**src/rtl/tape_machine_interpreter_assert.svh**
```systemverilog
// assertion macros used by the rtl
`ifndef TAPE_MACHINE_INTERPRETER_ASSERT_SVH
`define TAPE_MACHINE_INTERPRETER_ASSERT_SVH

`define TMI_ASSERT(label, prop, msg) \
  label: assert property (@(posedge clk_i) disable iff (!rst_ni) prop) else $error(msg);

`define TMI_ASSERT_NEVER(label, cond, msg) \
  label: assert property (@(posedge clk_i) disable iff (!rst_ni) !(cond)) else $error(msg);

`endif

```
**src/rtl/tmi_ram.sv**
```systemverilog
module tmi_ram #(
  parameter int unsigned Width = 8,
  parameter int unsigned Depth = 16
) (
  input  logic                     clk_i,
  input  logic                     we_i,
  input  logic [$clog2(Depth)-1:0] waddr_i,
  input  logic [Width-1:0]         wdata_i,
  input  logic [$clog2(Depth)-1:0] raddr_i,
  output logic [Width-1:0]         rdata_o
);

  logic [Width-1:0] mem_q [Depth];

  always_ff @(posedge clk_i) begin
    if (we_i) begin
      mem_q[waddr_i] <= wdata_i;
    end
    rdata_o <= mem_q[raddr_i];
  end

endmodule

```
**config.mk**
```make
export PLATFORM = sky130hd
export DESIGN_NAME = tmi_ram
export DESIGN_NICKNAME = d
export VERILOG_FILES = /design/src/rtl/tape_machine_interpreter_assert.svh /design/src/rtl/tmi_ram.sv
export SDC_FILE = /design/constraint.sdc
export NUM_CORES = 1
export LEC_CHECK = 0
export CAP_MARGIN = 20
export CORE_UTILIZATION = 50
export CTS_CLUSTER_DIAMETER = 200
export DETAILED_ROUTE_END_ITERATION = 8
export DONT_BUFFER_PORTS = 1
export GPL_ROUTABILITY_DRIVEN = 0
export PLACE_DENSITY = 0.68
export SLEW_MARGIN = 30
export SYNTH_ARGS = -nofsm -noshare
export SYNTH_HDL_FRONTEND = slang
export SYNTH_SLANG_ARGS = --single-unit
```
**constraint.sdc**
```tcl
create_clock -name clk_i -period 1.76 [get_ports clk_i]
set_input_delay 0.352 -clock clk_i [delete_from_list [all_inputs] [get_ports clk_i]]
set_output_delay 0.352 -clock clk_i [all_outputs]
set_load 0.005 [all_outputs]
```
==> impl_results.md <==
* Worst-Margin Slew at 0.661 ns
* Static leakage at 2.03 nW
* Inserted Clock Buffers at 17
* Routed wire length at 9860 um
* Max_slew headroom at 55.8%
* Ys async rst share at 0%
* Sequential fraction of the synthesis area at 77.8%
* Pin count of the biggest net entering global routing at 33
* Nets at 282
* Die X-Extent at 103 um
* HP Class: in -> reg
* Port buffer count at 0
* Startpoint Class: flip-flop
* Main synth FF type: edfxtp_1
* DRC Markers at 0
* Post-synthesis cell count at 229
* Max Slew Vio Count at 0
* Post-route standard cell area excluding fillers at 0.00608 sq mm
* # IOs at 26
* List of most frequent post-synthesis cells: edfxtp_1 (128), mux4_2 (18), a22oi_1 (16)
* Layout cells sized above 1 at 24.5%
* Cell Rows at 36
* CTS tree: yes
* Post-synthesis register bit count at 136
* WP data arrival at 1.82 ns
* Max Clk Rate at 685 MHz
* Antenna Violating Nets Remaining at 0
* Initial DRC Count at 238
* Clock latency on the worst-skew pair at 0.50 ns
* Outcome: finished clean
* Setup violations, final at 0
* Final period util at 82.9%
* H-tree levels at 4
* First-pass GRT wire length at 14800 um
* Clock root cell: clkbuf_8
* Fill cells at 674
* Final hold viol count at 0
* Die ar. at 0.0107 sq mm
* Core box area at 0.00986 sq mm
* Synthesized area per cell at 22.5 sq um
* CP Max Fanout at 1
* Critical Path End Type: flip-flop
* Cell taking the most area after synthesis: edfxtp_1
* Via Count at 2321
* Number of diodes at 0
* Initial antenna violation count at 0
* Post-CTS Repair Setup Buffers at 0
* EDFF count, synth at 128
* Total of max-cap violations at 0
* Count leader, synth: edfxtp_1
* Area Overhead vs Synth at 18.2%
* Share of the synthesized area in the top cell type at 74.7%
* Global route overflow at 0
* Reg area at 0.00400 sq mm
* CTS sink cnt at 136
* Die Y-Extent at 103 um
* Synthesis Warnings at 0
* Placed Area at 0.00537 sq mm
* RSZ-0062 raised after global routing: false
* Router iterations before antenna repair at 4
* Routed WL per cell at 24.0 um
* Max clock buf depth at 2
* Top cells by area, synth: edfxtp_1 (75%), mux4_2 (7.9%), mux4_1 (7.1%)
* Min cycle time layout at 1.46 ns
* Layout Skew at 0.00738 ns
* Drt via density at 5.66
* Initial core utilization at 52.2%
* P per Cell Area at 1260 mW/mm^2
* Setup TNS at 0 ns
* Setup CP Type: reg -> reg
* Clock-pin transition on the worst setup and hold timing paths at 0.06 ns
* Maximum vdd ir drop at 0.708 mV
* Area of the multi-input gates at 0.00106 sq mm
* Syn Std Cell Area at 0.00515 sq mm
* Vias in the first global route at 2410
* End-of-flow core utilization at 61.7%
* Yosys cell types at 19
* Synth Net Count at 247
* All-Layer GR Usage at 21.1%
* Worst Path Required at 2.12 ns
-- critical path: stages (launching register included) --
cell	delay, ns
edfxtp_1	0.39
mux4_2	0.50
a22oi_1	0.30
nand2_1	0.14
-- area by class of cell --
| cell class | count | share of cell area [%] |
|---|---|---|
| Clock buffer | 20 | 7.16 |
| Clock inverter | 12 | 3.27 |
| Multi-Input combinational cell | 83 | 17.5 |
| Sequential cell | 136 | 65.8 |
| Tap cell | 133 | 2.74 |
| Timing Repair Buffer | 26 | 3.54 |
-- cell families (layout without fill, tap and decap cells) --
family          count (synthesis)  in the layout  share of synthesized area (%)
compound gates                 16             16                           2.33
buf+inv                        10             58                           1.68
simple gates                   35             35                           3.18
flops                         136            136                           77.8
mux                            32             32                           15.0
-- placed cells by master, fill, tap and decap left out, drive strengths merged --
| master | n |
|---|---|
| a22oi | 16 |
| and2 | 1 |
| and2b | 1 |
| buf | 18 |
| bufinv | 5 |
| clkbuf | 20 |
| clkinv | 5 |
| clkinvlp | 1 |
| dfxtp | 8 |
| dlygate4sd3 | 8 |
| edfxtp | 128 |
| inv | 1 |
| mux4 | 32 |
| nand2 | 9 |
| nand2b | 2 |
| nand3 | 1 |
| nand3b | 2 |
| nor2 | 13 |
| nor2b | 1 |
| nor3 | 4 |
| or3b | 1 |
-- sequential cells by signal (all words and copies together), names as in the netlist --
name / flops
rdata_o: 8
mem_q: 128
-- timing repair --
item	CTS	global route
hold endpoints to repair	128	0
hold buffers	8	0
resized for setup	0	0
-- where the power goes --
part           switching, W  internal, W
logic              0.000133     0.000124
registers         0.0000256      0.00362
clock network       0.00127      0.00248
-- worst paths after layout --
kind	to	cells after the start	slack, ns	start
max	rdata_o[6]	3	0.30	mem_q[0][6]
min	rdata_o[3]	3	0.15	raddr_i[1]
max reg2reg	rdata_o[6]	3	0.30	mem_q[0][6]
min reg2reg	rdata_o[7]	3	0.67	mem_q[15][7]
-- per-stage QoR --
stage               hold slack [ns]  setup slack [ns]  cells  total power (W)
finish                        0.154             0.300    410          0.00766
floorplan                     0.451             0.142    229          0.00389
global route                  0.108             0.274    410          0.00788
global placement              0.452             0.300    370          0.00391
CTS                           0.106             0.296    410          0.00771
detailed placement            0.452             0.280    370          0.00392
-- routing by layer --
metal | vias up | global-route usage, % | wire (um)
met5 | - | 0 | 0
li1 | 1048 | - | -
met4 | 0 | 6.83 | 54
met2 | 91 | 30.7 | 4740
met3 | 2 | 6.92 | 778
met1 | 1180 | 30.6 | 4280
(Power assumes the default switching activity.)
